<file path="config.mk">
export PLATFORM = sky130hd
export DESIGN_NAME = adler32_checksum
export DESIGN_NICKNAME = d
export VERILOG_FILES = /design/src/design/adler32_pkg.sv /design/src/design/adler32_lane_sum.sv /design/src/design/adler32_accum.sv /design/src/design/adler32_checksum.sv
export SDC_FILE = /design/constraint.sdc
export NUM_CORES = 1
export LEC_CHECK = 0
export BUFFER_PORTS_ARGS = -buffer_cell sky130_fd_sc_hd__buf_2
export CAP_MARGIN = 20
export CELL_PAD_IN_SITES_DETAIL_PLACEMENT = 0
export CELL_PAD_IN_SITES_GLOBAL_PLACEMENT = 1
export CORE_AREA = 2 2 292 222
export DETAILED_ROUTE_END_ITERATION = 10
export DIE_AREA = 0 0 294 224
export HOLD_SLACK_MARGIN = 0.08
export PLACE_DENSITY = 0.76
export SKIP_LAST_GASP = 1
export SLEW_MARGIN = 20
export SYNTH_ARGS = -nofsm -noshare
export SYNTH_HDL_FRONTEND = slang
export SYNTH_SLANG_ARGS = --single-unit
</file>
<file path="constraint.sdc">
create_clock -name clk -period 24.1 [get_ports clk]
set_input_delay 2.41 -clock clk [delete_from_list [all_inputs] [get_ports clk]]
set_output_delay 2.41 -clock clk [all_outputs]
set_load 0.005 [all_outputs]
</file>
<file path="src/design/adler32_pkg.sv">
// adler32_pkg: shared constants, widths and the item record for the adler32 checksum block
// used by adler32_lane_sum, adler32_accum and adler32_checksum; depends on nothing
package adler32_pkg;

	localparam int BYTES_PER_ITEM = 8;
	localparam int DATA_W         = 64;
	localparam int COUNT_W        = 4;
	localparam int SUM_W          = 16;
	localparam int ADLER_MOD      = 65521;
	localparam int FOLD_MUL       = 65536 - ADLER_MOD;

	localparam int CNT_W      = $clog2(BYTES_PER_ITEM + 1);
	localparam int LANE_W     = 8 * BYTES_PER_ITEM;
	localparam int EXT_W      = (LANE_W > DATA_W) ? LANE_W : DATA_W;
	localparam int BSUM_MAX   = 255 * BYTES_PER_ITEM;
	localparam int WSUM_MAX   = 255 * BYTES_PER_ITEM * (BYTES_PER_ITEM + 1) / 2;
	localparam int BSUM_W     = $clog2(BSUM_MAX + 1);
	localparam int WSUM_W     = $clog2(WSUM_MAX + 1);
	localparam int LOW_ACC_W  = $clog2(ADLER_MOD - 1 + BSUM_MAX + 1);
	localparam int HIGH_ACC_W = $clog2((ADLER_MOD - 1) * (BYTES_PER_ITEM + 1) + WSUM_MAX + 1);
	localparam int FOLD_W     = SUM_W + 1;

	typedef struct packed {
		logic [BSUM_W-1:0] byte_sum;
		logic [WSUM_W-1:0] weight_sum;
		logic [CNT_W-1:0]  count;
		logic              first;
		logic              last;
	} adler32_item_t;

endpackage

</file>
<file path="src/design/adler32_lane_sum.sv">
// adler32_lane_sum: input register and per-item byte sum and weighted byte sum
// depends on adler32_pkg
module adler32_lane_sum
	import adler32_pkg::*;
(
	input  logic                clk,
	input  logic                arst_n,
	input  logic                in_valid,
	output logic                in_stall,
	input  logic [DATA_W-1:0]   data_bytes,
	input  logic [COUNT_W-1:0]  byte_count,
	input  logic                first,
	input  logic                last,
	output logic                item_valid,
	input  logic                item_take,
	output adler32_item_t       item_s2
);

	logic              v_s1;
	logic              v_s2;
	logic [LANE_W-1:0] data_s1;
	logic [CNT_W-1:0]  count_s1;
	logic              first_s1;
	logic              last_s1;
	logic              s2_free;
	logic              accept;
	logic [EXT_W-1:0]  data_ext;
	logic [CNT_W-1:0]  cnt_sat;
	logic [BSUM_W-1:0] bsum;
	logic [WSUM_W-1:0] wsum;
	logic [CNT_W-1:0]  weight;

	assign s2_free  = !v_s2 || item_take;
	assign in_stall = v_s1 && !s2_free;
	assign accept   = in_valid && !in_stall;
	assign data_ext = EXT_W'(data_bytes);
	assign cnt_sat  = (int'(byte_count) > BYTES_PER_ITEM) ? CNT_W'(BYTES_PER_ITEM)
	                                                      : CNT_W'(byte_count);

	// byte sum and sum of bytes weighted by how many high-sum adds include them
	always_comb begin
		bsum   = '0;
		wsum   = '0;
		weight = '0;
		for (int i = 0; i < BYTES_PER_ITEM; i++) begin
			if (i < int'(count_s1)) begin
				weight = count_s1 - CNT_W'(i);
				bsum   = bsum + BSUM_W'(data_s1[8*i +: 8]);
				wsum   = wsum + WSUM_W'(weight) * WSUM_W'(data_s1[8*i +: 8]);
			end
		end
	end

	always_ff @(posedge clk or negedge arst_n) begin
		if (!arst_n) begin
			v_s1 <= 1'b0;
			v_s2 <= 1'b0;
		end else begin
			v_s1 <= accept || (v_s1 && !s2_free);
			v_s2 <= (v_s1 && s2_free) || (v_s2 && !item_take);
		end
	end

	always_ff @(posedge clk) begin
		if (accept) begin
			data_s1  <= data_ext[LANE_W-1:0];
			count_s1 <= cnt_sat;
			first_s1 <= first;
			last_s1  <= last;
		end
		if (s2_free) begin
			item_s2.byte_sum   <= bsum;
			item_s2.weight_sum <= wsum;
			item_s2.count      <= count_s1;
			item_s2.first      <= first_s1;
			item_s2.last       <= last_s1;
		end
	end

	assign item_valid = v_s2;

endmodule

</file>
<file path="src/design/adler32_accum.sv">
// adler32_accum: running low and high sums with modular reduction, and the result register
// depends on adler32_pkg
module adler32_accum
	import adler32_pkg::*;
(
	input  logic            clk,
	input  logic            arst_n,
	input  logic            item_valid,
	output logic            item_take,
	input  adler32_item_t   item_s2,
	output logic            out_valid,
	input  logic            out_stall,
	output logic [31:0]     checksum
);

	logic [SUM_W-1:0]      low_q;
	logic [SUM_W-1:0]      high_q;
	logic                  out_valid_q;
	logic [31:0]           checksum_q;
	logic                  out_free;
	logic [SUM_W-1:0]      base_lo;
	logic [SUM_W-1:0]      base_hi;
	logic [LOW_ACC_W-1:0]  lo_raw;
	logic [LOW_ACC_W-1:0]  lo_red;
	logic [SUM_W-1:0]      lo_new;
	logic [HIGH_ACC_W-1:0] hi_raw;
	logic [FOLD_W-1:0]     hi_fold;
	logic [FOLD_W-1:0]     hi_red;
	logic [SUM_W-1:0]      hi_new;

	assign out_free  = !out_valid_q || !out_stall;
	assign item_take = item_valid && (!item_s2.last || out_free);

	assign base_lo = item_s2.first ? SUM_W'(1) : low_q;
	assign base_hi = item_s2.first ? SUM_W'(0) : high_q;

	// low sum
	assign lo_raw = LOW_ACC_W'(base_lo) + LOW_ACC_W'(item_s2.byte_sum);
	assign lo_red = (lo_raw >= LOW_ACC_W'(ADLER_MOD)) ? lo_raw - LOW_ACC_W'(ADLER_MOD) : lo_raw;
	assign lo_new = lo_red[SUM_W-1:0];

	// high sum: old high + count * old low + weighted bytes, then fold 2^16 into 15
	assign hi_raw  = HIGH_ACC_W'(base_hi)
	               + HIGH_ACC_W'(base_lo) * HIGH_ACC_W'(item_s2.count)
	               + HIGH_ACC_W'(item_s2.weight_sum);
	assign hi_fold = FOLD_W'(hi_raw[SUM_W-1:0])
	               + FOLD_W'(hi_raw[HIGH_ACC_W-1:SUM_W]) * FOLD_W'(FOLD_MUL);
	assign hi_red  = (hi_fold >= FOLD_W'(ADLER_MOD)) ? hi_fold - FOLD_W'(ADLER_MOD) : hi_fold;
	assign hi_new  = hi_red[SUM_W-1:0];

	always_ff @(posedge clk or negedge arst_n) begin
		if (!arst_n) begin
			low_q       <= SUM_W'(1);
			high_q      <= '0;
			out_valid_q <= 1'b0;
		end else begin
			if (item_take) begin
				low_q  <= lo_new;
				high_q <= hi_new;
			end
			if (out_free) begin
				out_valid_q <= item_take && item_s2.last;
			end
		end
	end

	always_ff @(posedge clk) begin
		if (out_free && item_take && item_s2.last) begin
			checksum_q <= {hi_new, lo_new};
		end
	end

	assign out_valid = out_valid_q;
	assign checksum  = checksum_q;

endmodule

</file>
<file path="src/design/adler32_checksum.sv">
// adler32_checksum: top level of the Adler-32 checksum engine
// depends on adler32_pkg, adler32_lane_sum and adler32_accum
//
// usage
//   input channel: in_valid / in_stall with data_bytes, byte_count, first, last.
//   each transfer carries up to eight bytes, byte 0 in bits 7..0 taken first;
//   byte_count above eight counts as eight. first restarts the sums (low 1,
//   high 0) before the bytes; last makes one result after the bytes.
//   output channel: out_valid / out_stall with checksum, high sum in 31..16,
//   low sum in 15..0. items without last give no output transfer.
//   throughput: one input transfer every cycle while the output is not stalled;
//   the running sums update from a precomputed byte sum and weighted sum.
//   output path: the last item goes through the input register, then the
//   lane-sum register, then the result register, where checksum becomes valid.
//   reset: arst_n clears the pipeline and output valid and sets low 1, high 0.
//   a stalled output holds checksum; the pipeline keeps taking items until the
//   lane-sum stage holds a last item that cannot move and the input register
//   is occupied, then in_stall rises.
module adler32_checksum
	import adler32_pkg::*;
(
	input  logic               clk,
	input  logic               arst_n,
	input  logic               in_valid,
	output logic               in_stall,
	input  logic [DATA_W-1:0]  data_bytes,
	input  logic [COUNT_W-1:0] byte_count,
	input  logic               first,
	input  logic               last,
	output logic               out_valid,
	input  logic               out_stall,
	output logic [31:0]        checksum
);

	adler32_item_t item_s2;
	logic          item_valid;
	logic          item_take;

	adler32_lane_sum u_lane_sum (
		.clk        (clk),
		.arst_n     (arst_n),
		.in_valid   (in_valid),
		.in_stall   (in_stall),
		.data_bytes (data_bytes),
		.byte_count (byte_count),
		.first      (first),
		.last       (last),
		.item_valid (item_valid),
		.item_take  (item_take),
		.item_s2    (item_s2)
	);

	adler32_accum u_accum (
		.clk        (clk),
		.arst_n     (arst_n),
		.item_valid (item_valid),
		.item_take  (item_take),
		.item_s2    (item_s2),
		.out_valid  (out_valid),
		.out_stall  (out_stall),
		.checksum   (checksum)
	);

endmodule

</file>
==> results of run 1 <==
cell type report:
class                           count  share of cell area
Sequential cell                   168              0.1807
Multi-Input combinational cell   2132              0.6790
Clock buffer                       18             0.01592
Tap cell                          820             0.03806
Clock inverter                     14            0.004828
Timing Repair Buffer              128             0.02572
Inverter                          400             0.05571
through the flow:
| step | setup WS [ps] | area, um2 | instances |
|---|---|---|---|
| 2_1_floorplan | 9956 | 24930 | 2767 |
| 3_5_place_dp | 7834 | 26390 | 3648 |
| 5_1_grt | 6482 | 26950 | 3680 |
| 6_report | 7700 | 26950 | 3680 |
| 3_3_place_gp | 8287 | 26390 | 3648 |
| 4_1_cts | 7775 | 26950 | 3680 |
cells by family after synthesis:
group | Yosys count | synth area share
and+or+nand+nor | 841 | 0.1667
adders and majority gates | 531 | 0.3373
AOI/OAI and AO/OA | 525 | 0.1398
buffers and inverters | 467 | 0.07082
DFF | 168 | 0.1954
xor gates and xnor gates | 162 | 0.05782
muxes | 73 | 0.03217
Yosys cell counts, drive strengths merged (3+ instances only):
library cell / number
xor2: 56
o22ai: 3
nand3: 28
fa: 235
nand2: 300
mux2: 57
a21o: 53
and4: 5
nor2b: 91
clkbuf: 58
buf: 9
a31oi: 12
xnor2: 106
and3: 18
or2: 8
and3b: 3
o221a: 3
ha: 296
o21ai: 123
nand2b: 54
a211o: 6
a211oi: 29
and2: 97
o211ai: 11
or3: 14
a22oi: 4
o21bai: 20
a21boi: 14
nor3: 34
o21a: 46
dfrtp: 34
nor2: 150
nor4: 4
o311ai: 4
nand4: 10
o41ai: 5
edfxtp: 133
o31ai: 18
a2111oi: 5
mux2i: 16
nor3b: 10
o31a: 8
a21oi: 132
nand3b: 6
inv: 399
how the worst min path moves through the flow:
stage / start / to / slack, ps
2_1_floorplan: u_lane_sum.last_s1 / u_lane_sum.item_s2[0] / 400
3_3_place_gp: u_lane_sum.last_s1 / u_lane_sum.item_s2[0] / 410
3_5_place_dp: u_lane_sum.first_s1 / u_lane_sum.item_s2[1] / 410
4_1_cts: u_lane_sum.first_s1 / u_lane_sum.item_s2[1] / 430
5_1_grt: u_lane_sum.first_s1 / u_lane_sum.item_s2[1] / 430
6_report: u_lane_sum.last_s1 / u_lane_sum.item_s2[0] / 430
sequential cells by signal (all words and copies together) (netlist names):
signal / flops
u_lane_sum.v_s1: 1
u_accum.low_q: 16
u_lane_sum.last_s1: 1
u_lane_sum.first_s1: 1
u_accum.out_valid: 1
u_accum.checksum: 32
u_lane_sum.count_s1: 4
u_lane_sum.data_s1: 64
u_lane_sum.item_valid: 1
u_accum.high_q: 16
u_lane_sum.item_s2: 31
placed cells by master, fill, tap and decap left out, types with 12 or more instances in the layout:
cell type / instances
a211oi_1: 23
o21bai_1: 18
nand3_1: 28
buf_4: 21
xnor2_1: 104
nand2b_1: 54
ha_1: 296
edfxtp_1: 133
nor3_1: 33
o21ai_1: 17
nand2_1: 300
and2_1: 96
xor2_1: 55
inv_1: 398
dfrtp_1: 34
a31oi_1: 12
and3_1: 18
o21ai_0: 103
or3_1: 14
nor2_1: 150
a21o_1: 53
nor2b_1: 90
fa_1: 235
mux2i_1: 16
a21boi_0: 12
a21oi_1: 131
clkbuf_16: 17
mux2_2: 56
o21a_1: 46
buf_2: 107
o31ai_1: 15
per-layer routing:
| metal | track usage | vias to the layer above | share of wire |
|---|---|---|---|
| met2 | 0.3140 | 493 | 0.41 |
| met3 | 0.04058 | 49 | 0.063 |
| li1 | - | 9449 | - |
| met5 | 0 | - | 0 |
| met1 | 0.3339 | 9604 | 0.52 |
| met4 | 0.05481 | 0 | 0.015 |
==> flow_summary_export.csv, run 1 <==
group,metric,value,unit
clock_network,cts-buffers-inserted,17,
critical_path,cp_data_arrival_time,16620,ps
finish,fin_nets,3452,
finish,drive_above_1_share,0.09021,
sta,fin_hold_ws,425.8,ps
critical_path,critical-path-slowest-cell,"a2111oi_0",
grt,grt_pass1_vias,19630,
clock_network,hold_buffers,0,
sta,fin_skew,19.74,ps
grt,antenna_found_initial,0,
critical_path,cp.depth,60,
critical_path,start_kind,"flop",
routing,wl,68970,um
synthesis,async_reset_ff_frac,0.2083,
sta,tns,0,ps
critical_path,critPathLaunch,"u_lane_sum.count_s1[0]",
floorplan,die_area,65860,um2
critical_path,cp_max_fo,64,
sta,fin_crit,16400,ps
clock_network,cts_buffer_depth,2,
critical_path,path_class,"reg2reg",
floorplan,start_util,0.3959,
sta,slew_headroom,0.3185,
place,io_buffers,107,
clock_network,cts.sinks,168,
routing,wl_per_cell,18.74,um
synthesis,netlist_area,24930,um2
place,globalplace.congestion,0.8986,
critical_path,worst_r2r_endpoint,"u_lane_sum.item_s2[19]",
clock_network,post_cts_resized,0,
critical_path,rrSetupSlack,7700,ps
finish,seq_area,4871,um2
sta,rsz0062_at_grt,"no",
synthesis,synth_seq_area_share,0.1954,
place,hpwlAfterDp,56320,um
routing,vias,19600,
critical_path,max_stage_delay,690,ps
synthesis,syn-num-nets,3372,
synthesis,synth_area_leader_cell,"fa_1",
grt,grt_overflow,0,
finish,fill_cells,6079,
hold_path,holdPathStages,0,
finish,area_growth,8.121,%
synthesis,netlist_top_cells_area,"fa_1, edfxtp_1, ha_1",
synthesis,synth_ff_type,"edfxtp_1",
critical_path,worst-r2r-cell-count,60,
finish,antenna_cells,0,
clock_network,postCtsSetupRepairBufs,0,
clock_network,cts_tree,"yes",
hold_path,min_path_type,"reg2reg",
finish,multi_input_area,18300,um2
routing,drc_errors,0,
sta,setup_viol,0,
synthesis,yosys_warnings,0,
clock_network,clock_latency,510,ps
run_status,status,"complete, no violations",
sta,max_freq,60.97,MHz
critical_path,cp_common_cell,"fa_1",
clock_network,cts.htree.levels,4,
critical_path,worst-path-buf-inv,6,
sta,slew_violations,0,
critical_path,critPathCaptureType,"flop",
floorplan,rows,80,
critical_path,timing.critical_path.to,"u_lane_sum.item_s2[19]",
finish,utilization,0.4281,
synthesis,synth_edf_count,133,
floorplan,die_y,224,um
synthesis,yosys.area.top_type_share,0.1887,
synthesis,syn_avg_cell_area,9.009,um2
routing,drt_pass1_iterations,5,
grt,grt_usage,0.2186,
critical_path,cp.required,24320,ps
sta,tightest_slew,1012,ps
synthesis,synth-seq-cells,168,
clock_network,clk_pin_slew,70,ps
floorplan,core,62960,um2
floorplan,ioPinCount,108,
critical_path,regToRegStartpoint,"u_lane_sum.count_s1[0]",
run,maxCapViolations,0,
critical_path,crit_family,"adder cells",
sta,min_period_over_period,0.6805,
clock_network,cts_root_buf,"clkbuf_16",
floorplan,die_width,294,um
synthesis,synth.distinct_cells,98,
grt,grt_max_degree,65,
routing,antenna_left,0,
routing,dr.first_iter.drc_count,1444,
grt,grt_pass1_wl,110900,um
routing,via_per_inst,5.325,
synthesis,postSynthCellCount,2767,
sta,hold_viol,0,
Power of run 1 is not shown: default switching activity piles up to over one toggle a cycle in this logic, so the estimate is an artifact.
==> run 2, diff against run 1 <==
- PLACE_DENSITY: 0.76 -> 0.79
- clock period: 24.1 -> 14.4 ns (I/O delays scaled with it)
==> flow_summary_export.csv, run 2 (synthesized netlist as in run 1, its figures left out) <==
group,metric,value,unit
critical_path,cp.required,14610,ps
critical_path,worst-path-buf-inv,8,
critical_path,max_stage_delay,560,ps
clock_network,clk_pin_slew,70,ps
sta,fin_ws,663.1,ps
floorplan,core,62960,um2
finish,top_register,"u_lane_sum.data_s1",
finish,area_growth,14.41,%
finish,antenna_cells,0,
grt,grt_pass1_wl,111700,um
critical_path,cp_data_arrival_time,13950,ps
sta,tns,0,ps
routing,wl_per_cell,18.68,um
floorplan,ioPinCount,108,
run_status,status,"complete, no violations",
sta,fin_crit,13740,ps
clock_network,cts.sinks,168,
place,hpwlAfterDp,58030,um
finish,final_common_cell,"inv_1",
place,io_buffers,107,
routing,drc_errors,0,
finish,final_cell_mix,"inv_1, nand2_1, ha_1",
place,globalplace.congestion,0.9462,
finish,drive_above_1_share,0.1615,
routing,vias,20140,
clock_network,cts.htree.levels,4,
sta,slew_violations,0,
routing,antenna_left,0,
clock_network,cts_root_buf,"clkbuf_16",
critical_path,crit_family,"adder cells",
routing,drt_pass1_iterations,5,
critical_path,critPathCaptureType,"flop",
floorplan,die_width,294,um
hold_path,min_path_type,"reg2reg",
grt,grt_overflow,0,
clock_network,cts_buffer_depth,2,
floorplan,start_util,0.3959,
clock_network,clock_latency,500,ps
grt,grt_max_degree,48,
routing,dr.first_iter.drc_count,1620,
sta,hold_viol,0,
place,pre_cts_ws,-276.8,ps
critical_path,start_kind,"flop",
floorplan,die_area,65860,um2
sta,setup_viol,0,
critical_path,critical-path-slowest-cell,"fa_1",
floorplan,die_y,224,um
grt,grt_pass1_vias,19900,
finish,largest_reg_flops,64,
routing,wl,70980,um
sta,tightest_slew,992.5,ps
sta,min_period_over_period,0.9540,
finish,fin_nets,3571,
sta,fin_skew,15.49,ps
floorplan,rows,80,
finish,utilization,0.4530,
critical_path,path_class,"reg2reg",
grt,antenna_found_initial,3,
sta,max_freq,72.80,MHz
critical_path,cp_max_fo,5,
sta,slew_headroom,0.3336,
run,maxCapViolations,0,
routing,via_per_inst,5.300,
clock_network,hold_buffers,0,
clock_network,cts-buffers-inserted,17,
clock_network,cts_tree,"yes",
grt,grt_usage,0.2193,
## run 2: per-stage QoR
| step | hold WS [ps] | area, um2 | std cells |
|---|---|---|---|
| floorplan | 400.3 | 24930 | 2767 |
| global placement | 405.9 | 27190 | 3754 |
| detailed placement | 411.6 | 27190 | 3754 |
| CTS | 421.2 | 27820 | 3787 |
| global route | 438.6 | 28520 | 3799 |
| finish | 419.5 | 28520 | 3799 |
## run 2: cell type report
type | count | area [um2]
fill | 6089 | 34440
multi-input combinational | 2132 | 18940
sequential | 168 | 4871
timing repair buffer | 247 | 1590
inverter | 400 | 1501
tap | 820 | 1026
clock buffer | 17 | 425.4
clock inverter | 15 | 172.7
## run 2: layer usage
| layer | up-vias | global-route usage | part of all wire |
|---|---|---|---|
| li1 | 9670 | - | - |
| met1 | 9842 | 0.3363 | 0.51 |
| met2 | 551 | 0.3182 | 0.41 |
| met3 | 72 | 0.03869 | 0.063 |
| met4 | 0 | 0.04740 | 0.017 |
| met5 | - | 0 | 0 |
## run 2: worst paths after layout
| check | start | to | slack, ps | cells after the start |
|---|---|---|---|---|
| worst max-delay path | u_lane_sum.count_s1[2] | u_lane_sum.item_s2[19] | 660 | 61 |
| worst min-delay path | u_lane_sum.first_s1 | u_lane_sum.item_s2[1] | 420 | 0 |
| worst max register to register | u_lane_sum.count_s1[2] | u_lane_sum.item_s2[19] | 660 | 61 |
| worst min register to register | u_lane_sum.first_s1 | u_lane_sum.item_s2[1] | 420 | 0 |
| max in group asynchronous | arst_n | u_lane_sum.item_valid | 12740 | 1 |
| min in group asynchronous | arst_n | u_accum.high_q[14] | 1060 | 1 |
## run 2: what timing repair did
item | CTS | global route
endpoints found under the setup margin | 4 | 7
gates resized for setup | 12 | 130
pin swaps | 0 | 37
buffers inserted | 1 | 13
Power of run 2 is left out for the same reason.
